$ cat config.mk
export PLATFORM = sky130hd
export DESIGN_NAME = radio_frame_identifier_survey
export DESIGN_NICKNAME = d
export VERILOG_FILES = /design/src/rtl/rfis_pkg.sv /design/src/rtl/rfis_ram.sv /design/src/rtl/rfis_parser.sv /design/src/rtl/radio_frame_identifier_survey.sv
export SDC_FILE = /design/constraint.sdc
export NUM_CORES = 2
export LEC_CHECK = 0
export ABC_CLOCK_PERIOD_IN_PS = 10200
export BUFFER_PORTS_ARGS = -buffer_cell sky130_fd_sc_hd__buf_2
export CAP_MARGIN = 20
export CORE_UTILIZATION = 62
export CTS_CLUSTER_SIZE = 40
export DETAILED_ROUTE_END_ITERATION = 7
export PLACE_DENSITY = 0.87
export SLEW_MARGIN = 0
export SYNTH_ARGS = -nofsm -noshare
export SYNTH_HDL_FRONTEND = slang
export SYNTH_HIERARCHICAL = 1
export SYNTH_SLANG_ARGS = --single-unit
export TNS_END_PERCENT = 50
$ cat constraint.sdc
create_clock -name clk -period 10.2 [get_ports clk]
set_clock_uncertainty 0.15 [all_clocks]
set_input_delay 1.53 -clock clk [delete_from_list [all_inputs] [get_ports clk]]
set_output_delay 1.53 -clock clk [all_outputs]
set_load 0.01 [all_outputs]
$ cat src/rtl/rfis_pkg.sv
// Package for the radio frame identifier survey: types, codes, vendor OUI ROM.
// Used by rfis_parser and radio_frame_identifier_survey. No dependencies.
`default_nettype none
package rfis_pkg;
    localparam int TABLE_ENTRIES_DEF = 24;
    localparam int VENDOR_OUI_COUNT_DEF = 15;
    localparam int ROM_SIZE = 15;
    localparam logic [15:0] FIRST_ELEMENT = 16'd36;
    localparam logic [7:0] TAG_VENDOR = 8'hDD;
    localparam logic [7:0] TYPE_SERVICE16 = 8'h16;
    localparam logic [15:0] HIT_MAX = 16'hFFFF;
    localparam logic [15:0] POS_LIMIT = 16'hFFFF;

    typedef enum logic [1:0] {
        FUNC_BEACON = 2'd0,
        FUNC_ADV    = 2'd1,
        FUNC_READ   = 2'd2,
        FUNC_CLEAR  = 2'd3
    } func_t;

    localparam logic [1:0] KIND_VENDOR  = 2'd0;
    localparam logic [1:0] KIND_SERVICE = 2'd1;
    localparam logic [1:0] KIND_SENDER  = 2'd2;

    typedef enum logic [2:0] {
        ST_IDLE,
        ST_ROM,
        ST_SEARCH,
        ST_BUMP,
        ST_READ,
        ST_OUT
    } state_t;

    // Request from the frame parser to the table sequencer. One byte can ask
    // for a sender OUI check and complete an element at the same time.
    typedef struct packed {
        logic        rom_check;
        logic        sender_note;
        logic [23:0] sender_id;
        logic        note;
        logic [1:0]  kind;
        logic [23:0] ident;
    } req_t;

    function automatic logic [23:0] vendor_rom(input logic [5:0] i);
        logic [23:0] r;
        unique case (i)
            6'd0:  r = 24'h04A85A;
            6'd1:  r = 24'h0C9AE6;
            6'd2:  r = 24'h201F55;
            6'd3:  r = 24'h3491F0;
            6'd4:  r = 24'h34D262;
            6'd5:  r = 24'h481CB9;
            6'd6:  r = 24'h4C43F6;
            6'd7:  r = 24'h58B858;
            6'd8:  r = 24'h60601F;
            6'd9:  r = 24'h882985;
            6'd10: r = 24'h8C5823;
            6'd11: r = 24'h9C5A8A;
            6'd12: r = 24'hE47A2C;
            6'd13: r = 24'hEC72F7;
            6'd14: r = 24'hF84068;
            default: r = 24'h0;
        endcase
        return r;
    endfunction
endpackage
`default_nettype wire

$ cat src/rtl/rfis_ram.sv
// Generic single-port RAM with registered read.
// No dependencies.
`default_nettype none
module rfis_ram #(
    parameter int WIDTH = 8,
    parameter int DEPTH = 16
) (
    input  wire logic                     clk,
    input  wire logic                     we,
    input  wire logic [$clog2(DEPTH)-1:0] addr,
    input  wire logic [WIDTH-1:0]         wdata,
    output logic      [WIDTH-1:0]         rdata
);
    logic [WIDTH-1:0] mem [DEPTH];

    always_ff @(posedge clk)
    begin
        if (we)
        begin
            mem[addr] <= wdata;
        end
        rdata <= mem[addr];
    end
endmodule
`default_nettype wire

$ cat src/rtl/rfis_parser.sv
// Frame byte parser: position tracking, sender OUI capture, element/field walk.
// Depends on rfis_pkg; issues requests to the table sequencer.
`default_nettype none
module rfis_parser (
    input  wire logic          clk,
    input  wire logic          rst_n,
    input  wire logic          step,
    input  wire logic          is_beacon,
    input  wire logic [7:0]    data_byte,
    input  wire logic          last_byte,
    input  wire logic          survey_enabled,
    output rfis_pkg::req_t     req
);
    logic [15:0] pos_reg, pos_next;
    logic [16:0] nhp_reg, nhp_next;
    logic [7:0]  len_reg, len_next;
    logic [7:0]  tag_reg, tag_next;
    logic [23:0] cap_reg, cap_next;
    logic [23:0] oui_reg, oui_next;
    logic        stop_reg, stop_next;

    always_ff @(posedge clk or negedge rst_n)
    begin
        if (!rst_n)
        begin
            pos_reg  <= '0;
            nhp_reg  <= '0;
            len_reg  <= '0;
            tag_reg  <= '0;
            cap_reg  <= '0;
            oui_reg  <= '0;
            stop_reg <= 1'b0;
        end
        else if (step)
        begin
            pos_reg  <= pos_next;
            nhp_reg  <= nhp_next;
            len_reg  <= len_next;
            tag_reg  <= tag_next;
            cap_reg  <= cap_next;
            oui_reg  <= oui_next;
            stop_reg <= stop_next;
        end
    end

    always_comb
    begin
        logic [16:0] nh;
        logic [16:0] off;
        logic        live;
        pos_next  = pos_reg;
        nhp_next  = nhp_reg;
        len_next  = len_reg;
        tag_next  = tag_reg;
        cap_next  = cap_reg;
        oui_next  = oui_reg;
        stop_next = stop_reg;
        req       = '0;
        nh        = nhp_reg;
        off       = '0;
        live      = (pos_reg < rfis_pkg::POS_LIMIT);
        if (live)
        begin
            if (is_beacon)
            begin
                if (pos_reg == 16'd0)
                begin
                    nh = {1'b0, rfis_pkg::FIRST_ELEMENT};
                end
                nhp_next = nh;
                if (pos_reg >= 16'd10 && pos_reg <= 16'd12)
                begin
                    oui_next = {oui_reg[15:0], data_byte};
                end
                if (pos_reg == 16'd15)
                begin
                    req.rom_check   = 1'b1;
                    req.sender_note = survey_enabled;
                    req.sender_id   = oui_reg;
                end
                if ({1'b0, pos_reg} >= nh)
                begin
                    off = {1'b0, pos_reg} - nh;
                    if (off == 17'd0)
                    begin
                        tag_next = data_byte;
                        cap_next = '0;
                    end
                    else if (off == 17'd1)
                    begin
                        len_next = data_byte;
                    end
                    else if (off <= 17'd4)
                    begin
                        cap_next = {cap_reg[15:0], data_byte};
                    end
                    if (off >= 17'd1 && off == 17'd1 + {9'd0, len_next})
                    begin
                        if (tag_next == rfis_pkg::TAG_VENDOR && len_next >= 8'd4
                            && survey_enabled)
                        begin
                            req.note  = 1'b1;
                            req.kind  = rfis_pkg::KIND_VENDOR;
                            req.ident = cap_next;
                        end
                        nhp_next = {1'b0, pos_reg} + 17'd1;
                    end
                end
            end
            else if (!stop_reg && {1'b0, pos_reg} >= nhp_reg)
            begin
                off = {1'b0, pos_reg} - nhp_reg;
                if (off == 17'd0)
                begin
                    len_next = data_byte;
                    cap_next = '0;
                    if (data_byte == 8'd0)
                    begin
                        stop_next = 1'b1;
                    end
                end
                else
                begin
                    if (off == 17'd1)
                    begin
                        tag_next = data_byte;
                    end
                    else if (off <= 17'd3)
                    begin
                        cap_next = {8'd0, cap_reg[7:0], data_byte};
                    end
                    if (off == {9'd0, len_reg})
                    begin
                        if (len_reg >= 8'd3 && tag_next == rfis_pkg::TYPE_SERVICE16
                            && survey_enabled)
                        begin
                            req.note  = 1'b1;
                            req.kind  = rfis_pkg::KIND_SERVICE;
                            req.ident = {cap_next[15:0], 8'd0};
                        end
                        nhp_next = {1'b0, pos_reg} + 17'd1;
                    end
                end
            end
            pos_next = pos_reg + 16'd1;
        end
        if (last_byte)
        begin
            pos_next  = '0;
            nhp_next  = '0;
            stop_next = 1'b0;
        end
    end
endmodule
`default_nettype wire

$ cat src/rtl/radio_frame_identifier_survey.sv
// Radio frame identifier survey, top level: handshake, sequencer, table RAMs.
// Depends on rfis_pkg, rfis_parser and rfis_ram.
//
// Usage: one input beat carries func, data_byte, last_byte and entry_index.
// Beacon (func 0) and advertisement (func 1) bytes are parsed in the cycle
// they are accepted, so bytes that complete nothing follow back to back.
// A sender OUI at beacon byte 15 is checked against the vendor ROM one entry
// per cycle, and each identifier that completes is looked up by a single
// shared comparator stepping through the table RAM. One byte can finish
// both a sender OUI and an element; the block then runs the ROM check and
// the lookups before it takes another item. A read (func 2) steps through
// ST_READ and ST_OUT and its output beat is registered; clear (func 3)
// gives none. Stall is high while an item is in work. The output beat is
// held in a register until the receiver lowers out_stall; other items are
// still taken meanwhile, and a further read waits until the held beat has
// gone. Reset empties the table, zeroes the vendor frame counter and frame
// walk, and clears survey_enabled; the table itself needs no clearing.
// Configuration writes on cfg_valid/cfg_ready are taken only while idle.
`default_nettype none
module radio_frame_identifier_survey #(
    parameter int TABLE_ENTRIES    = rfis_pkg::TABLE_ENTRIES_DEF,
    parameter int VENDOR_OUI_COUNT = rfis_pkg::VENDOR_OUI_COUNT_DEF
) (
    input  wire logic        clk,
    input  wire logic        rst_n,
    input  wire logic        in_valid,
    output logic             in_stall,
    input  wire logic [1:0]  func,
    input  wire logic [7:0]  data_byte,
    input  wire logic        last_byte,
    input  wire logic [4:0]  entry_index,
    output logic             out_valid,
    input  wire logic        out_stall,
    output logic             entry_valid,
    output logic [1:0]       entry_kind,
    output logic [23:0]      entry_id,
    output logic [15:0]      entry_count,
    output logic [4:0]       stored_entries,
    output logic [31:0]      vendor_frames,
    input  wire logic        cfg_valid,
    output logic             cfg_ready,
    input  wire logic        cfg_data
);
    localparam int AW = (TABLE_ENTRIES > 1) ? $clog2(TABLE_ENTRIES) : 1;
    localparam int CW = $clog2(TABLE_ENTRIES + 1);
    localparam int RW = $clog2(VENDOR_OUI_COUNT + 1);

    rfis_pkg::state_t state_reg, state_next;
    logic             survey_reg;
    logic [CW-1:0]    used_reg, used_next;
    logic [31:0]      vend_reg, vend_next;
    logic [CW-1:0]    idx_reg, idx_next;
    logic [RW-1:0]    rom_reg, rom_next;
    rfis_pkg::req_t   req, req_reg, req_next;
    logic [1:0]       skind_reg, skind_next;
    logic [23:0]      sid_reg, sid_next;
    logic [4:0]       ridx_reg, ridx_next;
    logic             ovalid_reg, ovalid_next;
    logic             ev_reg, ev_next;
    logic [1:0]       ek_reg, ek_next;
    logic [23:0]      ei_reg, ei_next;
    logic [15:0]      ec_reg, ec_next;
    logic [4:0]       se_reg, se_next;
    logic [31:0]      vf_reg, vf_next;

    logic             accept, step, idle;
    logic             we;
    logic [AW-1:0]    addr;
    logic [41:0]      wdata, rdata;

    assign idle      = (state_reg == rfis_pkg::ST_IDLE);
    assign in_stall  = !idle;
    assign accept    = in_valid && idle;
    assign step      = accept && (func == rfis_pkg::FUNC_BEACON || func == rfis_pkg::FUNC_ADV);
    assign cfg_ready = idle;

    rfis_parser u_parser (
        .clk            (clk),
        .rst_n          (rst_n),
        .step           (step),
        .is_beacon      (func == rfis_pkg::FUNC_BEACON),
        .data_byte      (data_byte),
        .last_byte      (last_byte),
        .survey_enabled (survey_reg),
        .req            (req)
    );

    // Kind, identifier and count stored in one word per entry.
    rfis_ram #(.WIDTH(42), .DEPTH(TABLE_ENTRIES)) u_table (
        .clk   (clk),
        .we    (we),
        .addr  (addr),
        .wdata (wdata),
        .rdata (rdata)
    );

    always_ff @(posedge clk or negedge rst_n)
    begin
        if (!rst_n)
        begin
            state_reg  <= rfis_pkg::ST_IDLE;
            survey_reg <= 1'b0;
            used_reg   <= '0;
            vend_reg   <= '0;
            ovalid_reg <= 1'b0;
        end
        else
        begin
            state_reg  <= state_next;
            used_reg   <= used_next;
            vend_reg   <= vend_next;
            ovalid_reg <= ovalid_next;
            if (cfg_valid && cfg_ready)
            begin
                survey_reg <= cfg_data;
            end
        end
    end

    always_ff @(posedge clk)
    begin
        idx_reg   <= idx_next;
        rom_reg   <= rom_next;
        req_reg   <= req_next;
        skind_reg <= skind_next;
        sid_reg   <= sid_next;
        ridx_reg  <= ridx_next;
        ev_reg    <= ev_next;
        ek_reg    <= ek_next;
        ei_reg    <= ei_next;
        ec_reg    <= ec_next;
        se_reg    <= se_next;
        vf_reg    <= vf_next;
    end

    always_comb
    begin
        state_next  = state_reg;
        used_next   = used_reg;
        vend_next   = vend_reg;
        idx_next    = idx_reg;
        rom_next    = rom_reg;
        req_next    = req_reg;
        skind_next  = skind_reg;
        sid_next    = sid_reg;
        ridx_next   = ridx_reg;
        ovalid_next = ovalid_reg;
        ev_next     = ev_reg;
        ek_next     = ek_reg;
        ei_next     = ei_reg;
        ec_next     = ec_reg;
        se_next     = se_reg;
        vf_next     = vf_reg;
        we          = 1'b0;
        addr        = idx_reg[AW-1:0];
        wdata       = {skind_reg, sid_reg, 16'd1};
        if (ovalid_reg && !out_stall)
        begin
            ovalid_next = 1'b0;
        end
        unique case (state_reg)
            rfis_pkg::ST_IDLE:
            begin
                idx_next = '0;
                rom_next = '0;
                if (accept)
                begin
                    unique case (rfis_pkg::func_t'(func))
                        rfis_pkg::FUNC_BEACON, rfis_pkg::FUNC_ADV:
                        begin
                            req_next = req;
                            if (req.rom_check)
                            begin
                                state_next = rfis_pkg::ST_ROM;
                            end
                            else if (req.note)
                            begin
                                skind_next    = req.kind;
                                sid_next      = req.ident;
                                req_next.note = 1'b0;
                                state_next    = rfis_pkg::ST_SEARCH;
                            end
                        end
                        rfis_pkg::FUNC_CLEAR:
                        begin
                            used_next = '0;
                            vend_next = '0;
                        end
                        rfis_pkg::FUNC_READ:
                        begin
                            ridx_next  = entry_index;
                            state_next = rfis_pkg::ST_READ;
                        end
                    endcase
                end
            end
            rfis_pkg::ST_ROM:
            begin
                // One ROM entry compared per cycle. A matching sender OUI is
                // recorded before an element completed by the same byte.
                if (rom_reg == RW'(VENDOR_OUI_COUNT))
                begin
                    if (req_reg.note)
                    begin
                        skind_next    = req_reg.kind;
                        sid_next      = req_reg.ident;
                        req_next.note = 1'b0;
                        state_next    = rfis_pkg::ST_SEARCH;
                    end
                    else
                    begin
                        state_next = rfis_pkg::ST_IDLE;
                    end
                end
                else if (rfis_pkg::vendor_rom(6'(rom_reg)) == req_reg.sender_id
                         && 32'(rom_reg) < 32'(rfis_pkg::ROM_SIZE))
                begin
                    vend_next = vend_reg + 32'd1;
                    if (req_reg.sender_note)
                    begin
                        skind_next = rfis_pkg::KIND_SENDER;
                        sid_next   = req_reg.sender_id;
                        state_next = rfis_pkg::ST_SEARCH;
                    end
                    else if (req_reg.note)
                    begin
                        skind_next    = req_reg.kind;
                        sid_next      = req_reg.ident;
                        req_next.note = 1'b0;
                        state_next    = rfis_pkg::ST_SEARCH;
                    end
                    else
                    begin
                        state_next = rfis_pkg::ST_IDLE;
                    end
                end
                else
                begin
                    rom_next = rom_reg + RW'(1);
                end
            end
            rfis_pkg::ST_SEARCH:
            begin
                // Issue read of entry idx_reg, compare arrives in ST_BUMP; past the last entry, append if room.
                if (idx_reg >= used_reg)
                begin
                    if (used_reg < CW'(TABLE_ENTRIES))
                    begin
                        we        = 1'b1;
                        used_next = used_reg + CW'(1);
                    end
                    if (req_reg.note)
                    begin
                        skind_next    = req_reg.kind;
                        sid_next      = req_reg.ident;
                        req_next.note = 1'b0;
                        idx_next      = '0;
                        state_next    = rfis_pkg::ST_SEARCH;
                    end
                    else
                    begin
                        state_next = rfis_pkg::ST_IDLE;
                    end
                end
                else
                begin
                    state_next = rfis_pkg::ST_BUMP;
                end
            end
            rfis_pkg::ST_BUMP:
            begin
                if (rdata[41:16] == {skind_reg, sid_reg})
                begin
                    if (rdata[15:0] != rfis_pkg::HIT_MAX)
                    begin
                        we    = 1'b1;
                        wdata = {rdata[41:16], rdata[15:0] + 16'd1};
                    end
                    if (req_reg.note)
                    begin
                        skind_next    = req_reg.kind;
                        sid_next      = req_reg.ident;
                        req_next.note = 1'b0;
                        idx_next      = '0;
                        state_next    = rfis_pkg::ST_SEARCH;
                    end
                    else
                    begin
                        state_next = rfis_pkg::ST_IDLE;
                    end
                end
                else
                begin
                    idx_next   = idx_reg + CW'(1);
                    state_next = rfis_pkg::ST_SEARCH;
                end
            end
            rfis_pkg::ST_READ:
            begin
                addr       = AW'(ridx_reg);
                state_next = rfis_pkg::ST_OUT;
            end
            rfis_pkg::ST_OUT:
            begin
                // Keep the read address so the data survives a wait for the
                // previous beat to leave.
                addr = AW'(ridx_reg);
                if (!ovalid_reg || !out_stall)
                begin
                    ev_next     = (32'(ridx_reg) < 32'(used_reg));
                    ek_next     = ev_next ? rdata[41:40] : 2'd0;
                    ei_next     = ev_next ? rdata[39:16] : 24'd0;
                    ec_next     = ev_next ? rdata[15:0] : 16'd0;
                    se_next     = 5'(used_reg);
                    vf_next     = vend_reg;
                    ovalid_next = 1'b1;
                    state_next  = rfis_pkg::ST_IDLE;
                end
            end
            default:
            begin
                state_next = rfis_pkg::ST_IDLE;
            end
        endcase
    end

    assign out_valid      = ovalid_reg;
    assign entry_valid    = ev_reg;
    assign entry_kind     = ek_reg;
    assign entry_id       = ei_reg;
    assign entry_count    = ec_reg;
    assign stored_entries = se_reg;
    assign vendor_frames  = vf_reg;

    a_used_bound: assert property (@(posedge clk) disable iff (!rst_n)
        used_reg <= CW'(TABLE_ENTRIES))
        else $error("entry count beyond table size");
    a_no_accept_busy: assert property (@(posedge clk) disable iff (!rst_n)
        (state_reg != rfis_pkg::ST_IDLE) |-> in_stall)
        else $error("accepting while sequencer busy");
    a_out_hold: assert property (@(posedge clk) disable iff (!rst_n)
        (ovalid_reg && out_stall) |=> (ovalid_reg && $stable(ei_reg)))
        else $error("stalled result changed");
    a_used_step: assert property (@(posedge clk) disable iff (!rst_n)
        (used_reg != $past(used_reg) && used_reg != '0) |-> used_reg == $past(used_reg) + CW'(1))
        else $error("entry count jumped");
endmodule
`default_nettype wire

==> key figures <==
Clock tree
  – Clock transition at path regs: 60 ps
  – Hold buffer count at CTS: 0
  – Num CTS Buffers: 135
  – TritonCTS clock tree: built
  – Maximum clock insertion buffer count: 3
  – Buffer cell driving the clock tree root: sky130_fd_sc_hd__clkbuf_16
  – Insertion delay to the later sink of the worst-skew pair: 780 ps
  – Number of H-tree levels: 4
  – Clock sink total: approximately 1400
  – Number of cells upsized or downsized after cts: 0
  – Post-CTS setup buffer count: 0

Power
  – Share of total power consumed by net switching: 33.5%
  – Worst VDD drop: 0.237 mV
  – Clock network fraction of design power: 28.1%
  – Static Leak: 0.0214 uW
  – Internal portion of total power: 11700 uW
  – Combinational fraction of design power: 29.7%
  – Sequential power share: 42.2%
  – Net switching power of the design: 5900 uW
  – Power Dens Cells: 273 nW/um^2

Critical path
  – CP Class: reg2reg
  – Crit path capture type: flop
  – Data arrival, critical path: between 9000 and 10000 ps
  – Worst-path maximum fanout: 26
  – CP Data Required Time: roughly 10000 ps
  – Type of origin of the critical path: flop

Yosys
  – Post-synthesis instance area: 58000 um^2
  – Post-synthesis instance total: 3674
  – Share of synthesized area occupied by flip-flops and latches: between 60% and 70%
  – Async set-or-reset flop fraction in the synthesized netlist: between 10% and 20%
  – Yosys warning count: 6
  – Avg Synthesized Cell Area: 15.8 um^2
  – Number of distinct library cells after synthesis: 91
  – Net Count, Synth: 3758
  – Number of flip-flops and latches in the synthesized netlist: 1384
  – Main flop type after synthesis: sky130_fd_sc_hd__edfxtp_1
  – Number of synthesized flops with an enable pin: 1180

Layout
  – Flip-flop count of the largest register, all copies and words added: ~1000
  – Fillcell total: 5484
  – Area used by sequential logic in the layout: 40200 um^2
  – Cell area after layout: 64600 um^2
  – Fraction of layout cells with a size suffix above 1: 18.6%
  – Synthesis-to-layout area growth: 11.3%
  – Area occupied by multi-input gates: 16900 um^2
  – Number of nets at the end of the flow: a little under 4000
  – Number of diodes: 0

Worst hold path
  – Type of the tightest min-delay check: reg2reg

Status
  – Result of the run: completed

Global routing
  – Pin count of the biggest net entering global routing: 151
  – Number of antenna violations at the first check in global routing: 5
  – Gr ovfl total: 0
  – Via count of the first global-routing pass: 35200
  – All-Layer GR Usage: between 30 and 40%
  – Wire length of the first global-routing pass: 222000 um

Place
  – Buffers on Ports: 104
  – Gp weighted congestion: 0.850
  – Placed standard-cell area: 60000 um^2
  – Placed wire-length estimate: 83700 um
  – Post-placement worst setup slack: 1470 ps

Die
  – Placeable core region: 92200 um^2
  – Starting density of the core: a little over three fifths
  – Area of the die: 94800 um^2
  – Die H: 308 um
  – Number of primary I/O pins: around 110
  – Die X: 308 um
  – Site Rows: 111

Drt
  – Number of vias per cell after detailed routing: between 6 and 7
  – First-pass DRT Iterations: 6
  – Remaining antenna violation count: 0
  – Iteration-0 DRC count of the detailed router: between 4000 and 5000
  – Post-route DRC violation count: 0
  – Total Routed Length: roughly 150000 um
  – DR vias: 35300
  – Avg WL per Cell: 29.8 um

STA
  – Hold Violations, Final: 0
  – Setup-violating endpoint count in the final report: 0
  – Final critical path time including I/O delays and setup: 8800 ps
  – RSZ-0062 raised after global routing: false
  – Setup tns final: 0 ps
  – Share of the clock period used by the worst path: 86.2%
  – F_max: 0.114 GHz
  – Final Slew Violations: 0
  – Pin slew with the least headroom to its limit: roughly 1200 ps
  – Worst Slack Setup Final: 1400 ps
  – Worst hold slack: between 300 and 400 ps
  – Max-slew headroom: 18.7%

Job
  – Count of maximum capacitance violations: 0
routing by layer:
layer  global-route usage [%]  part of all wire, %  vias to the layer above
li1                         -                    -                    14600
met1                     40.8                   34                    17400
met2                     53.1                   49                     2728
met3                     6.62                   12                      550
met4                     15.8                  5.3                        4
met5                        0                0.018                        -
worst max-delay path: stages, from the launching register on:
cell and delay (ps):
sky130_fd_sc_hd__dfrtp_1 470, sky130_fd_sc_hd__nor4_1 560, sky130_fd_sc_hd__nand4_1 400, sky130_fd_sc_hd__and2_1 300
sky130_fd_sc_hd__ha_1 200, sky130_fd_sc_hd__fa_1 400, sky130_fd_sc_hd__nand2b_1 190, sky130_fd_sc_hd__a21oi_1 290
sky130_fd_sc_hd__nor2_1 110, sky130_fd_sc_hd__xnor2_1 190, sky130_fd_sc_hd__or4_1 430, sky130_fd_sc_hd__or4_1 590
sky130_fd_sc_hd__nor2_8 260, sky130_fd_sc_hd__mux2_2 380, sky130_fd_sc_hd__ha_1 270, sky130_fd_sc_hd__and3_1 230
sky130_fd_sc_hd__a41oi_1 210, sky130_fd_sc_hd__o21bai_1 90, sky130_fd_sc_hd__a311o_1 320, sky130_fd_sc_hd__or4b_1 540
sky130_fd_sc_hd__or4_4 600, sky130_fd_sc_hd__a2111o_1 500, sky130_fd_sc_hd__nand2_1 150, sky130_fd_sc_hd__nand2b_1 100
sky130_fd_sc_hd__a21oi_2 140, sky130_fd_sc_hd__buf_4 370
layout make-up:
class / instances / share of cell area (%)
flip-flops and latches: 1384 / 62.3
multi-input cells: 2010 / 26.1
clock buffers: 190 / 5.91
well taps: 1243 / 2.41
repair buffers: 199 / 2.15
clock inverters: 57 / 0.846
inverters: 51 / 0.296
power by group through the flow:
stage          registers (uW)  logic (uW)  clock network, uW
5_1_grt                  7470        5500               5170
2_1_floorplan            7230        3780                  0
4_1_cts                  7420        5110               4960
6_report                 7440        5230               4940
3_5_place_dp             7510        4980                  0
3_3_place_gp             7470        4850                  0
synthesized netlist by cell type (18+ instances only):
master / count / share of area [%]
sky130_fd_sc_hd__mux2i_1: 203 / 3.5
sky130_fd_sc_hd__clkbuf_1: 150 / 0.97
sky130_fd_sc_hd__nor3_1: 48 / 0.41
sky130_fd_sc_hd__buf_2: 49 / 0.42
sky130_fd_sc_hd__o22ai_1: 85 / 0.92
sky130_fd_sc_hd__nor2_1: 173 / 1.1
sky130_fd_sc_hd__or3_1: 31 / 0.33
sky130_fd_sc_hd__a21oi_1: 119 / 1.0
sky130_fd_sc_hd__nand2b_1: 23 / 0.25
sky130_fd_sc_hd__mux4_2: 168 / 6.5
sky130_fd_sc_hd__a21o_1: 20 / 0.26
sky130_fd_sc_hd__and3_1: 30 / 0.32
sky130_fd_sc_hd__nand3_1: 92 / 0.79
sky130_fd_sc_hd__o21ai_0: 94 / 0.81
sky130_fd_sc_hd__and2_1: 82 / 0.88
sky130_fd_sc_hd__a31oi_1: 74 / 0.80
sky130_fd_sc_hd__xor2_1: 53 / 0.80
sky130_fd_sc_hd__a22oi_1: 68 / 0.88
sky130_fd_sc_hd__ha_1: 60 / 1.3
sky130_fd_sc_hd__mux2_2: 92 / 1.8
sky130_fd_sc_hd__nand4_1: 34 / 0.37
sky130_fd_sc_hd__dfxtp_1: 64 / 2.2
sky130_fd_sc_hd__dfrtp_1: 140 / 6.0
sky130_fd_sc_hd__xnor2_1: 91 / 1.4
sky130_fd_sc_hd__inv_1: 50 / 0.32
sky130_fd_sc_hd__nor4_1: 18 / 0.19
sky130_fd_sc_hd__edfxtp_1: 1180 / 61
sky130_fd_sc_hd__nand2_1: 166 / 1.1
layout by cell type (no fill, tap or decap), types with 91 or more instances in the layout:
cell type                      n
sky130_fd_sc_hd__o21ai_0      93
sky130_fd_sc_hd__nor2_1      147
sky130_fd_sc_hd__buf_2       105
sky130_fd_sc_hd__clkbuf_16   138
sky130_fd_sc_hd__mux2i_1     203
sky130_fd_sc_hd__a21oi_1     116
sky130_fd_sc_hd__dfrtp_1     140
sky130_fd_sc_hd__edfxtp_1   1180
sky130_fd_sc_hd__nand2_1     166
sky130_fd_sc_hd__xnor2_1      91
sky130_fd_sc_hd__mux4_2      168
sky130_fd_sc_hd__mux2_2       91
sky130_fd_sc_hd__nand3_1      92
per-stage QoR:
step           power, uW  utilization [%]  instances
2_1_floorplan      11000                -       3674
3_3_place_gp       12300             65.0       4861
3_5_place_dp       12500             65.1       4867
4_1_cts            17500             69.8       5114
5_1_grt            18100             70.0       5134
6_report           17600             70.0       5134
final timing paths:
check,start,slack (ps),cells past startpoint,endpoint
worst max-delay path,u_parser/pos_reg[14],1400,25,sid_reg[12]
worst min-delay path,vend_reg[31],320,0,vendor_frames[31]
worst max register to register,u_parser/pos_reg[14],1400,25,sid_reg[12]
worst min register to register,vend_reg[31],320,0,vendor_frames[31]
max in group asynchronous,rst_n,7790,2,u_parser/len_reg[6]
min in group asynchronous,rst_n,660,1,vend_reg[16]
logic make-up (layout without fill, tap and decap cells):
kind of cell	after synthesis	after routing	synth area share [%]
other	1	1	0.00646
and+or+nand+nor	758	758	6.66
AOI/OAI and AO/OA	582	582	6.53
DFF	1384	1384	69.3
buffers and inverters	280	497	2.14
muxes	463	463	11.8
adders and majority gates	62	62	1.36
xor gates and xnor gates	144	144	2.17
Power figures use the tool's default switching activity.
